[src/rtl/sdcfi_pkg.sv]
// Shared constants, register codes and inter-module structs for the
// stereo DC blocker with fade-in. No dependencies.
`timescale 1ns / 1ps

package sdcfi_pkg;

  // Fixed-point format of the filter value
  localparam int FRACTION_BITS = 12;

  localparam int SAMPLE_W    = 16;
  localparam int VALUE_W     = 32;
  localparam int POLE_W      = 16;
  localparam int FADE_W      = 24;
  localparam int FRAME_W     = 32;
  localparam int CFG_DATA_W  = 32;
  localparam int CFG_INDEX_W = 2;

  // Full scale is 2^(15+FRACTION_BITS)
  localparam int OUT_SHIFT    = 15 + FRACTION_BITS;
  localparam int DIFF_W       = SAMPLE_W + 1 + FRACTION_BITS;
  localparam int FB_PROD_W    = POLE_W + 1 + VALUE_W;
  localparam int FB_W         = FB_PROD_W - 16;
  localparam int SUM_W        = ((DIFF_W > FB_W) ? DIFF_W : FB_W) + 1;
  localparam int SCALE_PROD_W = VALUE_W + SAMPLE_W;
  localparam int DIV_CNT_W    = $clog2(VALUE_W);

  // About 1e-5 of full scale
  localparam logic signed [VALUE_W-1:0] AUDIBLE_LIMIT =
    VALUE_W'(21474 >> (16 - FRACTION_BITS));
  localparam logic signed [SAMPLE_W-1:0] OUT_GAIN = 16'sd32767;
  localparam logic [POLE_W-1:0] POLE_RESET = 16'd65503;

  typedef enum logic [CFG_INDEX_W-1:0] {
    REG_DC_BLOCK_ENABLE = 2'd0,
    REG_DC_POLE         = 2'd1,
    REG_FADE_LENGTH     = 2'd2,
    REG_FRAME_LIMIT     = 2'd3
  } cfg_reg_t;

  // Second-phase command from the merge stage to both lanes
  typedef struct packed {
    logic              go;
    logic              apply;
    logic [FADE_W-1:0] count;
    logic [FADE_W-1:0] length;
  } fade_cmd_t;

  // Lane progress seen by the merge stage
  typedef struct packed {
    logic filt_ready;
    logic done;
  } lane_status_t;

endpackage

[src/rtl/sdcfi_lane.sv]
// One channel lane: DC blocking filter, fade gain with a serial divider,
// output scaling and saturation. Depends on sdcfi_pkg.
`timescale 1ns / 1ps

module sdcfi_lane (
  input  logic                                  clk,
  input  logic                                  rst,
  input  logic                                  start,
  input  logic signed [sdcfi_pkg::SAMPLE_W-1:0] sample,
  input  logic                                  enable,
  input  logic [sdcfi_pkg::POLE_W-1:0]          pole,
  input  sdcfi_pkg::fade_cmd_t                  cmd,
  input  logic                                  ack,
  output sdcfi_pkg::lane_status_t               status,
  output logic signed [sdcfi_pkg::VALUE_W-1:0]  value,
  output logic signed [sdcfi_pkg::SAMPLE_W-1:0] result
);
  import sdcfi_pkg::*;

  typedef enum logic [3:0] {
    S_IDLE, S_FB_MUL, S_SUM, S_WAIT, S_DIV, S_FIX, S_SCALE_MUL, S_SAT, S_DONE
  } lane_state_t;

  lane_state_t                  state;
  logic signed [SAMPLE_W-1:0]   x;
  logic signed [SAMPLE_W-1:0]   prev_in;
  logic signed [VALUE_W-1:0]    prev_out;
  logic signed [VALUE_W-1:0]    v;
  logic signed [FB_PROD_W-1:0]  prod_fb;
  logic signed [SCALE_PROD_W-1:0] prod_scale;
  logic [FADE_W-1:0]            rem;
  logic [VALUE_W-1:0]           quo;
  logic [FADE_W-1:0]            divisor;
  logic [DIV_CNT_W-1:0]         div_cnt;
  logic                         neg;

  logic signed [SAMPLE_W:0]     d;
  logic signed [DIFF_W-1:0]     diff_shift;
  logic signed [FB_W-1:0]       fb;
  logic signed [SUM_W-1:0]      sum;
  logic signed [VALUE_W-1:0]    sum_sat;
  logic [VALUE_W-1:0]           v_abs;
  logic [FADE_W:0]              trial;
  logic [FADE_W:0]              trial_sub;
  logic                         ge;
  logic [FADE_W-1:0]            rem_next;
  logic [SCALE_PROD_W-1:0]      bias;
  logic signed [SCALE_PROD_W-1:0] scaled;
  logic signed [SAMPLE_W-1:0]   out_sat;

  // Filter sum: difference term plus floored feedback, saturated to 32 bits
  assign d          = $signed({x[SAMPLE_W-1], x}) - $signed({prev_in[SAMPLE_W-1], prev_in});
  assign diff_shift = $signed({d, {FRACTION_BITS{1'b0}}});
  assign fb         = $signed(prod_fb[FB_PROD_W-1:16]);
  assign sum        = SUM_W'(diff_shift) + SUM_W'(fb);

  always_comb begin
    if ((&sum[SUM_W-1:VALUE_W-1]) || !(|sum[SUM_W-1:VALUE_W-1])) begin
      sum_sat = sum[VALUE_W-1:0];
    end else if (sum[SUM_W-1]) begin
      sum_sat = {1'b1, {(VALUE_W-1){1'b0}}};
    end else begin
      sum_sat = {1'b0, {(VALUE_W-1){1'b1}}};
    end
  end

  // Magnitude for the fade product
  assign v_abs = v[VALUE_W-1] ? (~v + 1'b1) : v;

  // One restoring division step per cycle
  assign trial     = {rem, quo[VALUE_W-1]};
  assign trial_sub = trial - {1'b0, divisor};
  assign ge        = (trial >= {1'b0, divisor});
  assign rem_next  = ge ? trial_sub[FADE_W-1:0] : trial[FADE_W-1:0];

  // Scale to int16: truncate toward zero, then saturate
  assign bias   = prod_scale[SCALE_PROD_W-1] ?
                  {{(SCALE_PROD_W-OUT_SHIFT){1'b0}}, {OUT_SHIFT{1'b1}}} : '0;
  assign scaled = $signed(prod_scale + bias) >>> OUT_SHIFT;

  always_comb begin
    if ((&scaled[SCALE_PROD_W-1:SAMPLE_W-1]) || !(|scaled[SCALE_PROD_W-1:SAMPLE_W-1])) begin
      out_sat = scaled[SAMPLE_W-1:0];
    end else if (scaled[SCALE_PROD_W-1]) begin
      out_sat = {1'b1, {(SAMPLE_W-1){1'b0}}};
    end else begin
      out_sat = {1'b0, {(SAMPLE_W-1){1'b1}}};
    end
  end

  // Sequence one sample through the lane
  always_ff @(posedge clk) begin
    if (rst) begin
      state    <= S_IDLE;
      prev_in  <= '0;
      prev_out <= '0;
    end else begin
      unique case (state)
        S_IDLE: begin
          if (start) begin
            x <= sample;
            if (enable) begin
              state <= S_FB_MUL;
            end else begin
              v     <= VALUE_W'(sample) <<< FRACTION_BITS;
              state <= S_WAIT;
            end
          end
        end
        S_FB_MUL: begin
          prod_fb <= $signed({1'b0, pole}) * prev_out;
          state   <= S_SUM;
        end
        S_SUM: begin
          v        <= sum_sat;
          prev_out <= sum_sat;
          prev_in  <= x;
          state    <= S_WAIT;
        end
        S_WAIT: begin
          if (cmd.go) begin
            if (cmd.apply) begin
              neg          <= v[VALUE_W-1];
              divisor      <= cmd.length;
              {rem, quo}   <= v_abs * cmd.count;
              div_cnt      <= '0;
              state        <= S_DIV;
            end else begin
              state <= S_SCALE_MUL;
            end
          end
        end
        S_DIV: begin
          rem     <= rem_next;
          quo     <= {quo[VALUE_W-2:0], ge};
          div_cnt <= div_cnt + 1'b1;
          if (div_cnt == DIV_CNT_W'(VALUE_W - 1)) begin
            state <= S_FIX;
          end
        end
        S_FIX: begin
          v     <= neg ? $signed(~quo + 1'b1) : $signed(quo);
          state <= S_SCALE_MUL;
        end
        S_SCALE_MUL: begin
          prod_scale <= v * OUT_GAIN;
          state      <= S_SAT;
        end
        S_SAT: begin
          result <= out_sat;
          state  <= S_DONE;
        end
        S_DONE: begin
          if (ack) begin
            state <= S_IDLE;
          end
        end
        default: state <= S_IDLE;
      endcase
    end
  end

  assign status.filt_ready = (state == S_WAIT);
  assign status.done       = (state == S_DONE);
  assign value             = v;

endmodule

[config.mk]
export PLATFORM = sky130hd
export DESIGN_NAME = sdcfi_lane
export DESIGN_NICKNAME = d
export VERILOG_FILES = /design/src/rtl/sdcfi_pkg.sv /design/src/rtl/sdcfi_lane.sv
export SDC_FILE = /design/constraint.sdc
export NUM_CORES = 2
export LEC_CHECK = 0
export BUFFER_PORTS_ARGS = -buffer_cell sky130_fd_sc_hd__buf_2
export CORE_UTILIZATION = 50
export DETAILED_ROUTE_END_ITERATION = 7
export GPL_ROUTABILITY_DRIVEN = 0
export PLACE_DENSITY_LB_ADDON = 0.25
export SKIP_CTS_REPAIR_TIMING = 1
export SLEW_MARGIN = 5
export SYNTH_ARGS = -nofsm -noshare
export SYNTH_HDL_FRONTEND = slang
export SYNTH_SLANG_ARGS = --single-unit
[constraint.sdc]
create_clock -name clk -period 13.19 [get_ports clk]
set_input_delay 1.9785 -clock clk [delete_from_list [all_inputs] [get_ports clk]]
set_output_delay 1.9785 -clock clk [all_outputs]
set_load 0.01 [all_outputs]
==> results.toml <==
[timing]
post-route-period-util_pct = 79.4
drv_slew = 0
fin_worst_skew_ns = 0.0533
setup_tns_ns = 0
relSlewSlack_pct = 11.1
timing.fmax_ghz = 0.0955
hold_viol = 0
setup_viol = 0
timing.hold.ws_ns = 0.454
tightestPinTransition_ns = 1.33
layout_min_cycle_time_ns = 10.47
grt_setup_unrepaired = "no"

[logic_synthesis]
ys_seq_elements = 283
synth_top_area_cell = "fa_1"
syn_inst = 7447
syn-num-nets = 9568
synth_edf_count = 231
async_reset_ff_share_pct = 0
syn_area_um2 = 69600
synth.avg_cell_area_um2 = 9.34
synth_area_leaders = "fa_1, ha_1, edfxtp_1, inv_1, nand2_1"
yosys.area.top_type_share_pct = 42.3
synth_top_flop_cell = "edfxtp_1"
yosysSeqAreaShare_pct = 11.5
yosysWarnings = 0
yosysUniqueCellTypes = 82

[critical_path]
crit_buf_inv = 7
cpPeakStageDelay_ns = 1.03
critPathRequiredTime_ns = 13.47
crit_top_cell = "fa_1"
arrival_ns = 10.75
cp_top_family = "adder cells"
cp_slowest_cell = "xnor2_2"
crit_type = "register to register"
critical_path.endpoint_type = "register"
cp-start-kind = "register"
path_max_fanout = 33

[cts]
clock-sinks = 283
tritoncts = "yes"
clk_latency_ns = 0.60
clockRootBuffer = "clkbuf_16"
cts_buffer_depth = 3
clkTransAtPathRegs_ns = 0.07
htree_levels = 2
cts_buffers = 36

[finish]
final_net_count = 9518
seq_area_um2 = 7980
syn_to_final_growth_pct = 5.48
multi_input_area_um2 = 54300
drive_gt1_share_pct = 4.81
fillers = 12576

[routing]
vias = 49839
drt_wl_total_um = 179000
antenna_left = 0
wire_per_inst_um = 19.4
drt_first_pass_iters = 6
avgViaCountPerCell = 5.40
drc = 0
drt-initial-drc-count = 3390

[die]
initial_core_util_pct = 50.5
die_area_um2 = 141000
fp.coreArea_um2 = 138000
num_rows = 136
die_w_um = 375
dieHeight_um = 375
io_pins = 137

[global_routing]
grtUsageTotal_pct = 26.4
antenna_found_initial = 5
grt_pass1_wl_um = 293000
overflow = 0
first_global_vias = 53836
grt_start_max_net_pins = 69

[placement]
port_buffers = 136
hpwl_um = 146000

[status]
status = "finished, final reports clean"

[job]
cap_violations = 0

[hold_path]
hold_class = "register to register"
[registers in the layout, indices dropped and copies added, names as in the netlist]
name,cells
prev_out,32
neg,1
divisor,24
div_cnt,5
rem,24
quo,32
x,16
value,32
prod_fb,33
result,16
state,4
prod_scale,48
prev_in,16
[synth_stat cells (27+ instances only)]
| cell type | instances |
|---|---|
| nand2b_1 | 27 |
| edfxtp_1 | 231 |
| nor3_1 | 51 |
| a21o_1 | 107 |
| o21ai_0 | 162 |
| nand4_1 | 39 |
| and3_1 | 31 |
| xor2_1 | 96 |
| nor2b_1 | 27 |
| fa_1 | 1470 |
| xnor2_1 | 184 |
| clkbuf_1 | 275 |
| inv_1 | 1735 |
| and2_1 | 563 |
| nor2_1 | 182 |
| dfxtp_1 | 52 |
| nand3_1 | 55 |
| a21oi_1 | 234 |
| ha_1 | 564 |
| o21a_1 | 32 |
| nand2_1 | 944 |
[worst paths after layout]
kind / from / endpoint / slack (ns) / cells after the start
worst min register to register: prev_in[14] / prev_in[14] / 0.45 / 2
worst max-delay path: value[0] / rem[19] / 2.72 / 33
worst min-delay path: prev_in[14] / prev_in[14] / 0.45 / 2
worst max register to register: value[0] / rem[19] / 2.72 / 33
[worst reg2reg max path, delay by kind of cell (launching register included)]
family                   cells  cell delay (ns)
XOR/XNOR                     2             1.23
adder cells (fa/ha/maj)      9             4.21
flip-flops                   1             0.32
buffers and inverters        7             0.88
AO/OA/AOI/OAI                9             2.46
AND/OR/NAND/NOR              6             1.08
[kinds of logic (layout without fill, tap and decap cells)]
group | count (synthesis) | in the layout | synth area share, %
AND/OR/NAND/NOR | 1995 | 1995 | 13.8
other | 0 | 4 | 0
XOR/XNOR | 280 | 280 | 3.52
AO/OA/AOI/OAI | 803 | 803 | 7.43
multiplexers | 21 | 21 | 0.313
adder cells (fa/ha/maj) | 2035 | 2035 | 52.4
flip-flops | 283 | 283 | 11.5
buffers and inverters | 2030 | 2008 | 11.0
[layout make-up]
type / instances / area share (%)
diodes: 4 / 0.0136
clock buffers: 49 / 1.39
clock inverters: 17 / 0.228
inverters: 1737 / 8.88
multi-input cells: 5134 / 73.9
flip-flops and latches: 283 / 10.9
well taps: 1794 / 3.06
repair buffers: 205 / 1.63
[metrics by stage]
| step | cell area, um2 | worst slack [ns] | utilization, % | std cells |
|---|---|---|---|---|
| 2_1_floorplan | 69600 | 3.78 | - | 7447 |
| 3_3_place_gp | 72200 | 3.06 | 52.4 | 9153 |
| 3_5_place_dp | 72200 | 2.87 | 52.4 | 9153 |
| 4_1_cts | 73400 | 2.81 | 53.2 | 9219 |
| 5_1_grt | 73400 | 2.18 | 53.2 | 9219 |
| 6_report | 73400 | 2.72 | 53.3 | 9223 |
[routing by layer]
| layer | track usage, % | part of all wire, % |
|---|---|---|
| met5 | 0 | 0.0067 |
| met4 | 5.71 | 2.1 |
| met3 | 5.54 | 8.2 |
| met2 | 43.0 | 47 |
| met1 | 36.4 | 43 |
[placed cells by master, fill, tap and decap left out, types with 14 or more instances in the layout]
cell type,count
a211oi_1,24
a21o_1,107
a21oi_1,234
a31oi_1,25
and2_1,563
and3_1,31
buf_2,136
buf_4,69
clkbuf_16,38
dfxtp_1,52
edfxtp_1,231
fa_1,1470
ha_1,564
inv_1,1735
mux2i_1,15
nand2_1,943
nand2b_1,27
nand3_1,55
nand4_1,39
nor2_1,181
nor2b_1,27
nor3_1,47
o211ai_1,21
o21a_1,32
o21ai_0,161
o21ai_1,17
o21bai_1,24
o221ai_1,17
o22ai_1,18
o31ai_1,19
or2_2,22
or3_1,14
xnor2_1,155
xnor2_2,28
xor2_1,96
Power is left out: the tool's default activity adds up to more than one toggle a clock period on the data nets, which glitch-free logic cannot reach.
